$ cat src/lspe_pkg.sv
// Shared constants, codes and widths of the LED strip pulse encoder.
`timescale 1ns / 1ps

package lspe_pkg;

	localparam int PIXEL_COUNT = 8;
	localparam int PIX_W       = (PIXEL_COUNT > 1) ? $clog2(PIXEL_COUNT) : 1;

	// Slot counts per frame for three- and four-byte pixels.
	localparam int DATA3  = PIXEL_COUNT * 24;
	localparam int DATA4  = PIXEL_COUNT * 32;
	localparam int TOTAL3 = DATA3 + 16 * 3;
	localparam int TOTAL4 = DATA4 + 16 * 4;
	localparam int SLOT_W = $clog2(TOTAL4 + 1);
	localparam int CHUNK_W = SLOT_W - 3;

	// Reciprocal of three for the byte number of three-byte pixels.
	localparam int RECIP3       = 43691;
	localparam int RECIP3_W     = 16;
	localparam int RECIP3_SHIFT = 17;

	localparam int BYTE_W = 8;
	localparam int DUTY_W = 8;
	localparam int OP_W   = 2;

	localparam logic [OP_W-1:0] OP_WRITE_ONE = 2'd0;
	localparam logic [OP_W-1:0] OP_WRITE_ALL = 2'd1;
	localparam logic [OP_W-1:0] OP_RENDER    = 2'd2;
	localparam logic [OP_W-1:0] OP_TICK      = 2'd3;

	localparam int CFG_IDX_W  = 3;
	localparam int CFG_DATA_W = 8;
	localparam logic [CFG_IDX_W-1:0] REG_GREEN_SCALE   = 3'd0;
	localparam logic [CFG_IDX_W-1:0] REG_BLUE_SCALE    = 3'd1;
	localparam logic [CFG_IDX_W-1:0] REG_DUTY_ZERO     = 3'd2;
	localparam logic [CFG_IDX_W-1:0] REG_DUTY_ONE      = 3'd3;
	localparam logic [CFG_IDX_W-1:0] REG_WHITE_CHANNEL = 3'd4;

	localparam logic [BYTE_W-1:0] GREEN_SCALE_RST = 8'hB0;
	localparam logic [BYTE_W-1:0] BLUE_SCALE_RST  = 8'hF0;
	localparam logic [DUTY_W-1:0] DUTY_ZERO_RST   = 8'd19;
	localparam logic [DUTY_W-1:0] DUTY_ONE_RST    = 8'd38;

endpackage

$ cat src/led_strip_pulse_encoder_unit.sv
// Top level of the LED strip pulse encoder: pixel store, slot sequencer, result register.
`timescale 1ns / 1ps

// Channel   Handshake             Payload
// input     in_valid / in_stall   op, pixel_index, red, green, blue, white
// output    out_valid / out_stall duty, line_active, frame_last
// config    cfg_write             cfg_index, cfg_data
//
// One beat per cycle unless in_stall holds it: a beat waits in the input register,
// where the store write, the frame control and the slot decode all happen, and a
// tick then leaves through the result register. Reset clears the pixel store, the
// frame state, the valid flags and the configuration registers to their defaults.
// in_stall rises only while a tick waits behind a stalled result.
module led_strip_pulse_encoder_unit
	import lspe_pkg::*;
(
	input  logic                  clk,
	input  logic                  arst_n,
	input  logic                  in_valid,
	output logic                  in_stall,
	input  logic [OP_W-1:0]       op,
	input  logic [7:0]            pixel_index,
	input  logic [BYTE_W-1:0]     red,
	input  logic [BYTE_W-1:0]     green,
	input  logic [BYTE_W-1:0]     blue,
	input  logic [BYTE_W-1:0]     white,
	output logic                  out_valid,
	input  logic                  out_stall,
	output logic [DUTY_W-1:0]     duty,
	output logic                  line_active,
	output logic                  frame_last,
	input  logic                  cfg_write,
	input  logic [CFG_IDX_W-1:0]  cfg_index,
	input  logic [CFG_DATA_W-1:0] cfg_data
);

	// Configuration registers.
	logic [BYTE_W-1:0] green_scale_q;
	logic [BYTE_W-1:0] blue_scale_q;
	logic [DUTY_W-1:0] duty_zero_q;
	logic [DUTY_W-1:0] duty_one_q;
	logic              white_channel_q;

	// Input register.
	logic              valid_s1;
	logic [OP_W-1:0]   op_s1;
	logic [7:0]        index_s1;
	logic [BYTE_W-1:0] red_s1;
	logic [BYTE_W-1:0] green_s1;
	logic [BYTE_W-1:0] blue_s1;
	logic [BYTE_W-1:0] white_s1;

	// Frame state and pixel store.
	logic [31:0]       store_q [PIXEL_COUNT];
	logic [SLOT_W-1:0] slot_q;
	logic              busy_q;

	// Result register.
	logic              out_valid_q;
	logic [DUTY_W-1:0] duty_q;
	logic              active_q;
	logic              last_q;

	logic advance_s1;
	logic accept;

	// Hold a tick while the result register is full and stalled.
	assign advance_s1 = valid_s1 && ((op_s1 != OP_TICK) || !out_valid_q || !out_stall);
	assign in_stall   = valid_s1 && !advance_s1;
	assign accept     = in_valid && !in_stall;

	always_ff @(posedge clk or negedge arst_n) begin
		if (!arst_n) begin
			green_scale_q   <= GREEN_SCALE_RST;
			blue_scale_q    <= BLUE_SCALE_RST;
			duty_zero_q     <= DUTY_ZERO_RST;
			duty_one_q      <= DUTY_ONE_RST;
			white_channel_q <= 1'b1;
		end else if (cfg_write) begin
			case (cfg_index)
				REG_GREEN_SCALE:   green_scale_q   <= cfg_data[BYTE_W-1:0];
				REG_BLUE_SCALE:    blue_scale_q    <= cfg_data[BYTE_W-1:0];
				REG_DUTY_ZERO:     duty_zero_q     <= cfg_data[DUTY_W-1:0];
				REG_DUTY_ONE:      duty_one_q      <= cfg_data[DUTY_W-1:0];
				REG_WHITE_CHANNEL: white_channel_q <= cfg_data[0];
				default: ;
			endcase
		end
	end

	always_ff @(posedge clk or negedge arst_n) begin
		if (!arst_n) begin
			valid_s1 <= 1'b0;
		end else if (accept) begin
			valid_s1 <= 1'b1;
		end else if (advance_s1) begin
			valid_s1 <= 1'b0;
		end
	end

	// Capture the payload of each accepted beat.
	always_ff @(posedge clk) begin
		if (accept) begin
			op_s1    <= op;
			index_s1 <= pixel_index;
			red_s1   <= red;
			green_s1 <= green;
			blue_s1  <= blue;
			white_s1 <= white;
		end
	end

	// Colour word: scaled green, red, scaled blue, white from high byte down.
	logic [2*BYTE_W-1:0] green_prod;
	logic [2*BYTE_W-1:0] blue_prod;
	logic [31:0]         colour_word;
	logic                index_ok;

	assign green_prod  = green_s1 * green_scale_q;
	assign blue_prod   = blue_s1 * blue_scale_q;
	assign colour_word = {green_prod[2*BYTE_W-1:BYTE_W], red_s1,
		blue_prod[2*BYTE_W-1:BYTE_W], white_s1};
	assign index_ok    = {1'b0, index_s1} < 9'(PIXEL_COUNT);

	// Slot decode. The byte slot number splits into pixel and byte within it.
	logic [SLOT_W-1:0]            data_slots;
	logic [SLOT_W-1:0]            total_slots;
	logic [SLOT_W:0]              slot_inc;
	logic                         in_data;
	logic                         at_end;
	logic [CHUNK_W-1:0]           chunk;
	logic [CHUNK_W+RECIP3_W-1:0]  recip_prod;
	logic [PIX_W-1:0]             pix3;
	logic [CHUNK_W-1:0]           rem3;
	logic [PIX_W-1:0]             pix_sel;
	logic [1:0]                   byte_sel;
	logic [31:0]                  pix_word;
	logic [BYTE_W-1:0]            byte_val;
	logic                         data_bit;

	assign data_slots  = white_channel_q ? SLOT_W'(DATA4) : SLOT_W'(DATA3);
	assign total_slots = white_channel_q ? SLOT_W'(TOTAL4) : SLOT_W'(TOTAL3);
	assign slot_inc    = {1'b0, slot_q} + 1'b1;
	assign in_data     = slot_q < data_slots;
	assign at_end      = slot_inc >= {1'b0, total_slots};

	assign chunk      = slot_q[SLOT_W-1:3];
	assign recip_prod = chunk * RECIP3_W'(RECIP3);
	assign pix3       = recip_prod[RECIP3_SHIFT +: PIX_W];
	assign rem3       = chunk - CHUNK_W'(3 * recip_prod[CHUNK_W+RECIP3_W-1:RECIP3_SHIFT]);

	assign pix_sel  = white_channel_q ? chunk[2 +: PIX_W] : pix3;
	assign byte_sel = white_channel_q ? chunk[1:0] : rem3[1:0];
	assign pix_word = store_q[pix_sel];

	always_comb begin
		case (byte_sel)
			2'd0:    byte_val = pix_word[31:24];
			2'd1:    byte_val = pix_word[23:16];
			2'd2:    byte_val = pix_word[15:8];
			default: byte_val = pix_word[7:0];
		endcase
	end

	// MSB first: slot bit 0 sends byte bit 7.
	assign data_bit = byte_val[~slot_q[2:0]];

	// Apply writes and frame control as the beat leaves the input register.
	always_ff @(posedge clk or negedge arst_n) begin
		if (!arst_n) begin
			for (int i = 0; i < PIXEL_COUNT; i++) begin
				store_q[i] <= '0;
			end
			slot_q <= '0;
			busy_q <= 1'b0;
		end else if (advance_s1) begin
			case (op_s1)
				OP_WRITE_ONE: begin
					if (index_ok) begin
						store_q[index_s1[PIX_W-1:0]] <= colour_word;
					end
				end
				OP_WRITE_ALL: begin
					for (int i = 0; i < PIXEL_COUNT; i++) begin
						store_q[i] <= colour_word;
					end
				end
				OP_RENDER: begin
					// Start when idle, abort when busy.
					busy_q <= !busy_q;
					slot_q <= '0;
				end
				OP_TICK: begin
					if (busy_q) begin
						if (in_data || !at_end) begin
							slot_q <= slot_inc[SLOT_W-1:0];
						end else begin
							slot_q <= '0;
							busy_q <= 1'b0;
						end
					end
				end
				default: ;
			endcase
		end
	end

	always_ff @(posedge clk or negedge arst_n) begin
		if (!arst_n) begin
			out_valid_q <= 1'b0;
		end else if (advance_s1 && (op_s1 == OP_TICK)) begin
			out_valid_q <= 1'b1;
		end else if (!out_stall) begin
			out_valid_q <= 1'b0;
		end
	end

	// Load a result only for a tick; hold it while stalled.
	always_ff @(posedge clk) begin
		if (advance_s1 && (op_s1 == OP_TICK)) begin
			if (!busy_q) begin
				duty_q   <= '0;
				active_q <= 1'b0;
				last_q   <= 1'b0;
			end else begin
				duty_q   <= in_data ? (data_bit ? duty_one_q : duty_zero_q) : '0;
				active_q <= 1'b1;
				last_q   <= !in_data && at_end;
			end
		end
	end

	assign out_valid   = out_valid_q;
	assign duty        = duty_q;
	assign line_active = active_q;
	assign frame_last  = last_q;

endmodule

$ cat config.mk
export PLATFORM = sky130hd
export DESIGN_NAME = led_strip_pulse_encoder_unit
export DESIGN_NICKNAME = d
export VERILOG_FILES = /design/src/lspe_pkg.sv /design/src/led_strip_pulse_encoder_unit.sv
export SDC_FILE = /design/constraint.sdc
export NUM_CORES = 1
export LEC_CHECK = 0
export CAP_MARGIN = 20
export CORE_UTILIZATION = 55
export CTS_BUF_LIST = sky130_fd_sc_hd__clkbuf_2 sky130_fd_sc_hd__clkbuf_4 sky130_fd_sc_hd__clkbuf_8
export DETAILED_ROUTE_END_ITERATION = 10
export DONT_BUFFER_PORTS = 1
export PLACE_DENSITY_LB_ADDON = 0.2
export SYNTH_ARGS = -nofsm -noshare
export SYNTH_HDL_FRONTEND = slang
export SYNTH_SLANG_ARGS = --single-unit
$ cat constraint.sdc
create_clock -name clk -period 10.94 [get_ports clk]
set_clock_uncertainty 0.15 [all_clocks]
set_input_delay 0.547 -clock clk [delete_from_list [all_inputs] [get_ports clk]]
set_output_delay 0.547 -clock clk [all_outputs]
set_load 0.01 [all_outputs]
# After elaboration in Yosys (flattened, before gate mapping)
# Cells that the tools add are included.
# totals
ff_bits	353
latchBits	0
mem_bits_rw	0
romBits	0
input_bits	58
out_inout_bits	12
elab_cells	113
memories	0
# classes
n_addsub	2
mul	4
div	0
magnitude_cmp	7
n_eq_ne	13
n_shift	0
mux	27
n_bitwise	3
reduce_logical	31
# ops
cell	n
$pmux 256 s2	1
$bwmux 256	1
$mux 256	1
$bmux 32 s3	1
$demux 32 s3	1
$mux 32	3
$mux 9	4
$mul 8x8->16	2
$pmux 8 s3	1
$mul 6x16->22 const B	1
$pmux 9 s2	1
$reduce_and 2->1	7
$add 9x1->10 const B	1
$ge 10x9->1	1
$lt 9x9->1	1
$ge 4x4->1 const B	2
$lt 8x4->1 const B	1
$mux 1	8
$mux 8	1
$not 3->4	2
$logic_not 1->1	7
$eq 2x2->1 const B	3
$eq 3x2->1 const B	2
$logic_and 1x1->1	6
other kinds (19)	28

# Longest topological paths before layout
# Gate-level depths: netlist of the first run.
# logic_depth
word_depth	10
depth_mapped	27
depth_no_buf	25

# Worst setup path before layout of the first run
# Ideal clock, no wire load.
# synth_path
kind	register to register
startpoint	reg slot_q[5]
endpoint	reg duty_q[0], in the netlist duty[0] (data pin)
setup_time_ns	0.272
arrival_time_ns	5.542
required_time_ns	10.518
path_slack_ns	4.976
path_stages_with_launch	25
path_buffers	1
synth_period_minus_slack_ns	5.964
cell_sequence	dfrtp_1 -> ha_1 -> inv_1 -> fa_1 -> fa_1 -> inv_1 -> ha_1 -> a21o_1 -> a31oi_1 -> o211ai_1 -> a211oi_2 -> ha_1 -> ha_1 -> nor2_1 -> xnor2_1 -> nor2b_1 -> mux2i_1 -> and3b_1 -> o31a_1 -> buf_2 -> nand3_1 -> a21oi_1 -> or4_1 -> a32oi_4 -> mux2i_1
# synth_via
elab_chain_cells	10
elab_cells_between_ends	18
cone_classes	1 x add/sub; 2 x mul; 1 x order compare; 2 x eq/ne; 9 x mux; 1 x bitwise; 2 x reduce/logical
# synth_rtl
element	line_no	source
start: declaration	led_strip_pulse_encoder_unit.sv:55	logic [SLOT_W-1:0] slot_q;
start signal: assignment	led_strip_pulse_encoder_unit.sv:196	slot_q <= slot_inc[SLOT_W-1:0];
branches (longest 10 deep; another with $mul 6x16->22)	n/a	
end signal: assignment	led_strip_pulse_encoder_unit.sv:226	duty_q <= in_data ? (data_bit ? duty_one_q : duty_zero_q) : '0;
end: declaration	led_strip_pulse_encoder_unit.sv:60	logic [DUTY_W-1:0] duty_q;
# Several ways; the timed one is not identified. The select of a mux whose other input is x is not followed.
# A chain may end at the register's enable or synchronous reset.

# Worst setup path after layout of the first run
# layout_path
startpoint	reg slot_q[3]
endpoint	reg duty_q[3], in the netlist duty[3] (data pin)
# The elaborated chain is that of the path after synthesis.

==> results.toml, run 1 <==
[sta]
rsz0062_at_grt = "false"
tightestPinTransition_ns = 1.06
finalSetupTns_ns = 0
fin_crit_sh = 0.643
slew_violations = 0
hold-worst-slack_ns = 0.0369
setup_viol = 0
finalHoldViolCount = 0
fmax_mhz = 142
finalCriticalPeriod_ns = 7.04
slew_headroom = 0.288

[critical_path]
rr_startpoint = "slot_q[3]"
cp-end-kind = "flip-flop"
r2r_cells = 19
cp_slowest_stage_delay_ns = 0.74
r2r_end = "duty[3]"
worstPathArrival_ns = 7.26
startpoint = "slot_q[3]"
cp_cell_sequence = "ha_1, inv_1, fa_1, fa_1, inv_1, ha_1, a211o_1, o211a_1, a311oi_2, o32ai_4, nor2_8, buf_4, mux2_2, o211ai_1, a31oi_1, a41oi_1, o21ai_1, a32oi_4, mux2i_1"
crit_path_top_delay_cell = "nor2_8"
crit_path_start_kind = "flip-flop"
cp_max_fo = 53
path_class = "flip-flop to flip-flop"
cp.required_ns = 11.16
r2r_slack_ns = 3.90

[cts]
cts_hold_buf = 53
cts_buffer_depth = 3
cts_setup_buffers = 0
clk_pin_slew_worst_paths_ns = 0.06
post_cts_resized = 0
clkLatencyLatePin_ns = 0.66
root_buffer = "clkbuf_8"
cts_made_buffers = 60
cts_tree = "done"
clock-sinks = 353
htree_levels = 2

[synth]
synth_cells = 2158
synth_area_sq_mm = 0.0207
post_synth_num_cell_types = 90
yosys.area_share.simple = 0.209
yosys.area_share.xor_xnor = 0.0119
yosys_warnings = 0
synth-seq-area-share = 0.441
synth_fp_nets = 2393
ys_ff_latch = 353
synth_top_family_by_area = "simple AND/OR/NAND/NOR gates"
muxShareOfSynthArea = 0.0868
async_flop_share = 0.853
synth_top_cell_area_share = 0.348
yosysTopAreaCell = "dfrtp_1"
synthTopCellsByArea = "dfrtp_1, nand2_1, edfxtp_1"
synth_edf_count = 52
synth_compound_area_frac = 0.0710
ys.flop_type = "dfrtp_1"
synthAdderAreaFrac = 0.135
syn_avg_cell_area_sq_um = 9.57

[min_path]
min_path_cells = 2
worstHoldPathType = "input port to flip-flop"
hold_path_end = "white_channel_q"
hp-start = "cfg_index[1]"

[floorplan]
row_count = 70
die_w_um = 196
die_h_um = 196
die_area_sq_mm = 0.0383
coreArea_sq_mm = 0.0368
start_util = 0.561
ioPinCount = 70

[place]
hpwl_um = 32300
gp_congestion = 0.862
port_buffers = 0

[layout]
nets = 2424
layout_common_cells = "nand2_1, dfrtp_1, inv_1"
final_core_util = 0.625
antenna_cells = 0
drive_above_1_share = 0.123
layout_commonest_cell = "nand2_1"
areaGrowthSynthToFinish_pct = 11.4

[global_route]
antenna_found_initial = 0
first_global_vias = 15900
grt_overflow_total = 0
grt_pass1_wl_um = 85600
track_usage = 0.287
grt_max_degree = 302

[routing]
ant_nets = 0
drt_wl_total_um = 53200
vias_per_cell = 5.73
drc_errors = 0
wl_per_cell_um = 19.7
drt_iter0_markers = 1239
dr.pass1.iters = 7
vias = 15500

[power]
leakage_nw = 11.1
irDropWorstVdd_mv = 0.173
power.density_mw_per_mm2 = 230

[outcome]
status = "finished, final reports clean"

[job]
maxCapViolations = 0
Yosys cell counts, types with 8 or more instances:
cell and instances:
a21o_1 10, a21oi_1 22, a32oi_1 8, and2_1 69, and3_1 17, buf_2 11, clkbuf_1 88, dfrtp_1 287
dfstp_2 14, edfxtp_1 52, fa_1 77, ha_1 100, inv_1 109, mux2_2 69, mux2i_1 59, mux4_2 13
nand2_1 807, nand3_1 43, nor2_1 43, o21ai_0 52, o31ai_1 27, xnor2_1 13, xor2_1 15
flip-flops by register name (all words and copies together), names as in the netlist:
| signal | count |
|---|---|
| blue_s1 | 8 |
| white_channel_q | 1 |
| slot_q | 9 |
| duty_zero_q | 8 |
| out_valid | 1 |
| valid_s1 | 1 |
| line_active | 1 |
| green_scale_q | 8 |
| white_s1 | 8 |
| frame_last | 1 |
| green_s1 | 8 |
| blue_scale_q | 8 |
| op_s1 | 2 |
| busy_q | 1 |
| index_s1 | 8 |
| red_s1 | 8 |
| store_q | 256 |
| duty | 8 |
| duty_one_q | 8 |
worst max-delay path by stage:
stage,to,slack [ns],cells after the start
after floorplan,duty[0],4.98,24
after global placement,duty[4],3.80,23
after detailed placement,duty[3],3.57,23
after CTS,duty[7],3.58,23
after global routing,duty[4],3.45,19
final,duty[3],3.90,19
metal layers:
metal | vias to the layer above | track usage | share of wire
li1 | 7188 | - | -
met4 | 0 | 0.107 | 0.030
met5 | - | 0 | 0
met3 | 110 | 0.0579 | 0.074
met2 | 541 | 0.475 | 0.48
met1 | 7658 | 0.374 | 0.42
kinds of logic after synthesis:
family	after synthesis
flops	353
mux	147
xor+xnor	28
compound gates	201
simple gates	1028
fa+ha+maj	177
buf+inv	224
final cells by class:
type | instances | area (sq um)
repair buffers | 84 | 828
flip-flops and latches | 353 | 9110
well taps | 468 | 586
clock buffers | 99 | 1210
multi-input cells | 1581 | 10700
clock inverters | 11 | 106
inverters | 109 | 409
fillers | 3026 | 13800
stage by stage:
step,instance area (sq um),instances,setup slack [ns],power (W)
after floorplan,20700,2158,4.98,0.00337
after CTS,22900,2700,3.58,0.00529
final,23000,2705,3.90,0.00528
after detailed placement,21000,2537,3.57,0.00395
after global placement,21000,2537,3.80,0.00387
after global routing,23000,2705,3.45,0.00569
critical path, delay by kind of cell, from the launching register on:
family	cells	cell delay (ns)
adders and majority gates	4	1.59
and+or+nand+nor	1	0.74
DFF	1	0.48
muxes	2	0.57
AOI/OAI and AO/OA	9	2.31
buffers and inverters	3	0.88
power by group:
part,total (W),switching [W],internal [W]
sequential,0.00194,0.000238,0.00170
clock,0.00129,0.000547,0.000743
combinational,0.00205,0.00129,0.000758
total,0.00528,0.00208,0.00320
Note: power is estimated with default switching activity, not from simulation.
==> run 2: changes to the inputs <==
==> constraint.sdc (replaced) <==
create_clock -name clk -period 7.2 [get_ports clk]
set_clock_uncertainty 0.15 [all_clocks]
set_input_delay 0.36 -clock clk [delete_from_list [all_inputs] [get_ports clk]]
set_output_delay 0.36 -clock clk [all_outputs]
set_load 0.01 [all_outputs]
==> run 2 against run 1 <==
  * The flow now finishes with violations (hold timing)
  * Utilization up 0.12 points
  * Hold slack worse by 0.81 ns
  * Combinational power up 50%
  * Count of clock-buffer cells in the layout down 5
  * Sequential power up 52%
  * First-iteration DRC count down 5.9%
  * Via count up 1.1%
  * Global-route usage up 0.58 points
  * Register-to-register slack worse by 3.3 ns
  * Critical endpoint is now duty[5]
  * Largest power group unchanged
==> results.toml, run 2 (same netlist as run 1, synthesis figures left out) <==
[place]
dp_slack_ns = 0.182
hpwl_um = 33400
gp_congestion = 0.864
port_buffers = 0

[floorplan]
die_w_um = 196
die_area_sq_mm = 0.0383
start_util = 0.561
coreArea_sq_mm = 0.0368
die_h_um = 196
ioPinCount = 70
row_count = 70

[cts]
htree_levels = 2
cts_made_buffers = 60
cts_tree = "done"
root_buffer = "clkbuf_8"
clkLatencyLatePin_ns = 0.68
cts_hold_buf = 60
clock-sinks = 353
cts_buffer_depth = 3
clk_pin_slew_worst_paths_ns = 0.06

[sta]
tightestPinTransition_ns = 0.999
finalSetupTns_ns = 0
slew_violations = 0
setup_viol = 0
rsz0062_at_grt = "false"
hold-worst-slack_ns = -0.771
fin_crit_sh = 0.920
fmax_mhz = 151
finalHoldViolCount = 301
slew_headroom = 0.332
setup_slack_ns = 0.574
finalCriticalPeriod_ns = 6.63

[critical_path]
cp_top_family = "adder cells"
cp-end-kind = "flip-flop"
worstPathArrival_ns = 6.88
worst_path_most_repeated_cell = "ha_1"
crit_buf_inv = 5
cp_slowest_stage_delay_ns = 0.61
crit_path_start_kind = "flip-flop"
cp_max_fo = 14
path_class = "flip-flop to flip-flop"
cp.required_ns = 7.45
crit_path_top_delay_cell = "fa_1"

[global_route]
globalRouteMet3Util = 0.0648
grt_busiest_layer = "met2"
track_usage = 0.292
grt_max_degree = 302
grt_overflow_total = 0
grt_use_met1 = 0.371
antenna_found_initial = 0
grt_pass1_wl_um = 86900
first_global_vias = 16100
use_met2 = 0.489

[layout]
final_core_util = 0.626
antenna_cells = 0
areaGrowthSynthToFinish_pct = 11.6
seqCellArea_sq_mm = 0.00911
multi_input_area_sq_mm = 0.0107
drive_above_1_share = 0.124
layout_commonest_cell = "nand2_1"
regMostFlops = "store_q"
num-fill-cells = 3068
reg.largest.list = "store_q x256, slot_q x9"
nets = 2437
largest_reg_flops = 256
layout_common_cells = "nand2_1, dfrtp_1, inv_1"

[routing]
drc_errors = 0
drt_wl_total_um = 54000
ant_nets = 0
vias_per_cell = 5.77
drt_iter0_markers = 1166
wl_per_cell_um = 19.9
dr.pass1.iters = 7
vias = 15700

[power]
sequentialPowerShare = 0.370
switchingPower_w = 0.00312
power.density_mw_per_mm2 = 345
combPwrFrac = 0.386
sw_frac_of_total = 0.392
clkPwrFrac = 0.243
power.internal_w = 0.00484
leakage_nw = 11.2
p_total_w = 0.00796
irDropWorstVdd_mv = 0.279

[outcome]
status = "finished, violations left"
violations = "hold timing"

[min_path]
worstHoldPathType = "input port to async pin"

[job]
maxCapViolations = 0
run 2: changes by cell type in the layout (fill, tap and decap cells not counted), sizes merged:
cell | previous run | this run
buf | 30 | 37
dlygate4sd3 | 53 | 60
clkbuf | 100 | 94
bufinv | 2 | 3
clkinv | 8 | 9
clkinvlp | 0 | 1
run 2: layout make-up:
| type | instances | area share |
|---|---|---|
| Clock inverter | 14 | 0.00641 |
| Tap cell | 468 | 0.0254 |
| Clock buffer | 94 | 0.0491 |
| Timing Repair Buffer | 97 | 0.0395 |
| Inverter | 109 | 0.0178 |
| Multi-Input combinational cell | 1581 | 0.466 |
| Sequential cell | 353 | 0.395 |
run 2: path summary, 6_finish.rpt:
check	start	to	slack, ns	cells after the start
setup / recovery	slot_q[5]	duty[5]	0.57	27
hold / removal	arst_n	slot_q[7]	-0.77	0
setup reg to reg	slot_q[5]	duty[5]	0.57	27
hold reg to reg	store_q[47]	store_q[47]	0.32	2
max in group asynchronous	arst_n	green_scale_q[1]	7.00	0
min in group clk	cfg_write	green_scale_q[6]	0.05	2
run 2: stage by stage:
stage	instances	cell area [sq um]	hold slack (ns)
finish	2716	23000	-0.771
global placement	2545	21100	-0.0715
floorplan	2158	20700	-0.0856
CTS	2713	23000	-0.796
global route	2716	23000	-0.804
detailed placement	2545	21100	-0.0703
run 2: what timing repair did:
action | 4_1_cts | 5_1_grt
endpoints found under the setup margin | 0 | 8
gates resized for setup | 0 | 1
endpoints found under the hold margin | 389 | 301
buffers inserted | 0 | 2
run 2: power groups by stage:
stage,clock network [W],logic [W],registers [W]
2_1_floorplan,0,0.00229,0.00282
3_3_place_gp,0,0.00293,0.00294
3_5_place_dp,0,0.00301,0.00297
4_1_cts,0.00197,0.00307,0.00294
5_1_grt,0.00205,0.00351,0.00301
6_report,0.00194,0.00307,0.00295
run 2: layer usage:
layer / vias up / wire length (um)
met5: - / 0
li1: 7228 / -
met2: 539 / 25700
met3: 129 / 4030
met4: 0 / 1790
met1: 7764 / 22400
==> run 3: changes to the inputs <==
--- a/config.mk
+++ b/config.mk
@@ -7,7 +7,6 @@
 export LEC_CHECK = 0
 export CAP_MARGIN = 20
 export CORE_UTILIZATION = 55
-export CTS_BUF_LIST = sky130_fd_sc_hd__clkbuf_2 sky130_fd_sc_hd__clkbuf_4 sky130_fd_sc_hd__clkbuf_8
 export DETAILED_ROUTE_END_ITERATION = 10
 export DONT_BUFFER_PORTS = 1
 export PLACE_DENSITY_LB_ADDON = 0.2
==> run 3 against run 2 <==
  * The run still ends with hold timing left
  * Critical path type unchanged
  * Combinational power about the same
  * Sequential cell count is the same
  * Count of clock-buffer cells in the layout shrank 31
  * Die area unchanged
  * Critical path depth did not move
  * Setup slack improved by 0.011 ns
  * Fmax grew 0.17%
  * Cell count decreased by 1.3%
  * Hold slack better by 0.11 ns
  * Clock power barely moved
  * Via count is 1.0% lower
==> results.toml, run 3 (same netlist as run 1, synthesis figures left out) <==
[outcome]
status = "finished, violations left"
violations = "hold timing"

[power]
leakage_nw = 11.1
switchingPower_w = 0.00310
power.internal_w = 0.00486
sw_frac_of_total = 0.390
irDropWorstVdd_mv = 0.261
combPwrFrac = 0.388
clkPwrFrac = 0.242
power.density_mw_per_mm2 = 346
sequentialPowerShare = 0.370

[critical_path]
cp-end-kind = "flip-flop"
cp.required_ns = 7.35
path_class = "flip-flop to flip-flop"
crit_path_start_kind = "flip-flop"
cp_max_fo = 14
r2r_cells = 27
worstPathArrival_ns = 6.76

[layout]
largest_reg_flops = 256
regMostFlops = "store_q"
layout_common_cells = "nand2_1, dfrtp_1, inv_1"
drive_above_1_share = 0.103
antenna_cells = 0
num-fill-cells = 3089
areaGrowthSynthToFinish_pct = 11.3
layout_commonest_cell = "nand2_1"
final_area_sq_mm = 0.0230
reg.largest.list = "store_q x256, slot_q x9"
final_core_util = 0.625
nets = 2419

[sta]
finalSetupTns_ns = 0
fmax_mhz = 151
finalCriticalPeriod_ns = 6.62
rsz0062_at_grt = "false"
finalHoldViolCount = 301
setup_viol = 0
fin_crit_sh = 0.919
tightestPinTransition_ns = 1.06
slew_headroom = 0.294
setup_slack_ns = 0.585
hold-worst-slack_ns = -0.656
slew_violations = 0

[routing]
drc_errors = 0
drt_wl_total_um = 53900
vias = 15500
drt_iter0_markers = 1123
dr.pass1.iters = 7
vias_per_cell = 5.78
wl_per_cell_um = 20.1
ant_nets = 0

[place]
gp_congestion = 0.864
dp_slack_ns = 0.182
postPlaceCellArea_sq_mm = 0.0211
port_buffers = 0
hpwl_um = 33400

[cts]
cts_made_buffers = 41
clock-sinks = 353
root_buffer = "clkbuf_16"
clk_pin_slew_worst_paths_ns = 0.06
cts_buffer_depth = 3
cts_tree = "done"
clkLatencyLatePin_ns = 0.56
htree_levels = 2
cts_hold_buf = 61

[floorplan]
start_util = 0.561
coreArea_sq_mm = 0.0368
die_w_um = 196
ioPinCount = 70
row_count = 70
die_area_sq_mm = 0.0383
die_h_um = 196

[global_route]
grt_pass1_wl_um = 86800
grt_max_degree = 302
grt_overflow_total = 0
antenna_found_initial = 0
track_usage = 0.292
first_global_vias = 16100

[job]
maxCapViolations = 0

[min_path]
worstHoldPathType = "input port to async pin"
## run 3: routing by layer
| layer | vias to the layer above | GRT usage | part of all wire |
|---|---|---|---|
| li1 | 7188 | - | - |
| met1 | 7627 | 0.368 | 0.41 |
| met2 | 552 | 0.490 | 0.48 |
| met3 | 132 | 0.0597 | 0.076 |
| met4 | 0 | 0.127 | 0.038 |
| met5 | - | 0 | 0 |
## run 3: per-stage QoR
step | power, W | instances | hold slack (ns)
global placement | 0.00587 | 2545 | -0.0715
detailed placement | 0.00598 | 2545 | -0.0703
finish | 0.00796 | 2682 | -0.656
CTS | 0.00798 | 2679 | -0.665
global route | 0.00856 | 2682 | -0.666
floorplan | 0.00512 | 2158 | -0.0856
## run 3: path summary, 6_finish.rpt
path                               from                to  slack, ns
min in group clk           cfg_index[0]  green_scale_q[7]       0.03
min                              arst_n         slot_q[7]      -0.66
min reg2reg                store_q[132]      store_q[132]       0.32
max reg2reg                   slot_q[5]           duty[7]       0.58
max in group asynchronous        arst_n      store_q[149]       6.83
max                           slot_q[5]           duty[7]       0.58
## run 3: timing repair
action | 4_1_cts | 5_1_grt
buffers inserted | 0 | 2
resized for setup | 0 | 1
endpoints found under the setup margin | 0 | 8
endpoints found under the hold margin | 378 | 301
## run 3: final cells by class
class | instances | area (sq um) | area share
Multi-Input combinational cell | 1581 | 10700 | 0.467
Sequential cell | 353 | 9110 | 0.396
Clock buffer | 63 | 1170 | 0.0508
Timing Repair Buffer | 98 | 921 | 0.0401
Tap cell | 468 | 586 | 0.0255
Inverter | 109 | 409 | 0.0178
Clock inverter | 10 | 48.8 | 0.00212
## run 3: worst max-delay path, cell delays in order, from the launching register on
cell       delay (ns)
dfrtp_1          0.48
ha_1             0.35
inv_1            0.08
fa_1             0.39
fa_1             0.62
inv_1            0.09
ha_1             0.29
a21o_1           0.18
a31oi_1          0.13
o211ai_1         0.16
a211oi_2         0.29
ha_1             0.28
inv_1            0.07
ha_1             0.13
nor2_1           0.05
xnor2_1          0.20
nor2b_1          0.19
mux2i_1          0.09
and3b_1          0.18
o31a_2           0.42
buf_4            0.24
and2_1           0.18
a21boi_1         0.12
a311o_1          0.33
o2bb2ai_1        0.23
a32oi_4          0.09
buf_12           0.17
mux2i_1          0.12
## run 3: power groups by stage
stage | clock (W) | combinational, W | sequential (W)
floorplan | 0 | 0.00229 | 0.00282
global placement | 0 | 0.00293 | 0.00294
detailed placement | 0 | 0.00301 | 0.00297
CTS | 0.00196 | 0.00308 | 0.00294
global route | 0.00202 | 0.00353 | 0.00301
finish | 0.00192 | 0.00309 | 0.00295
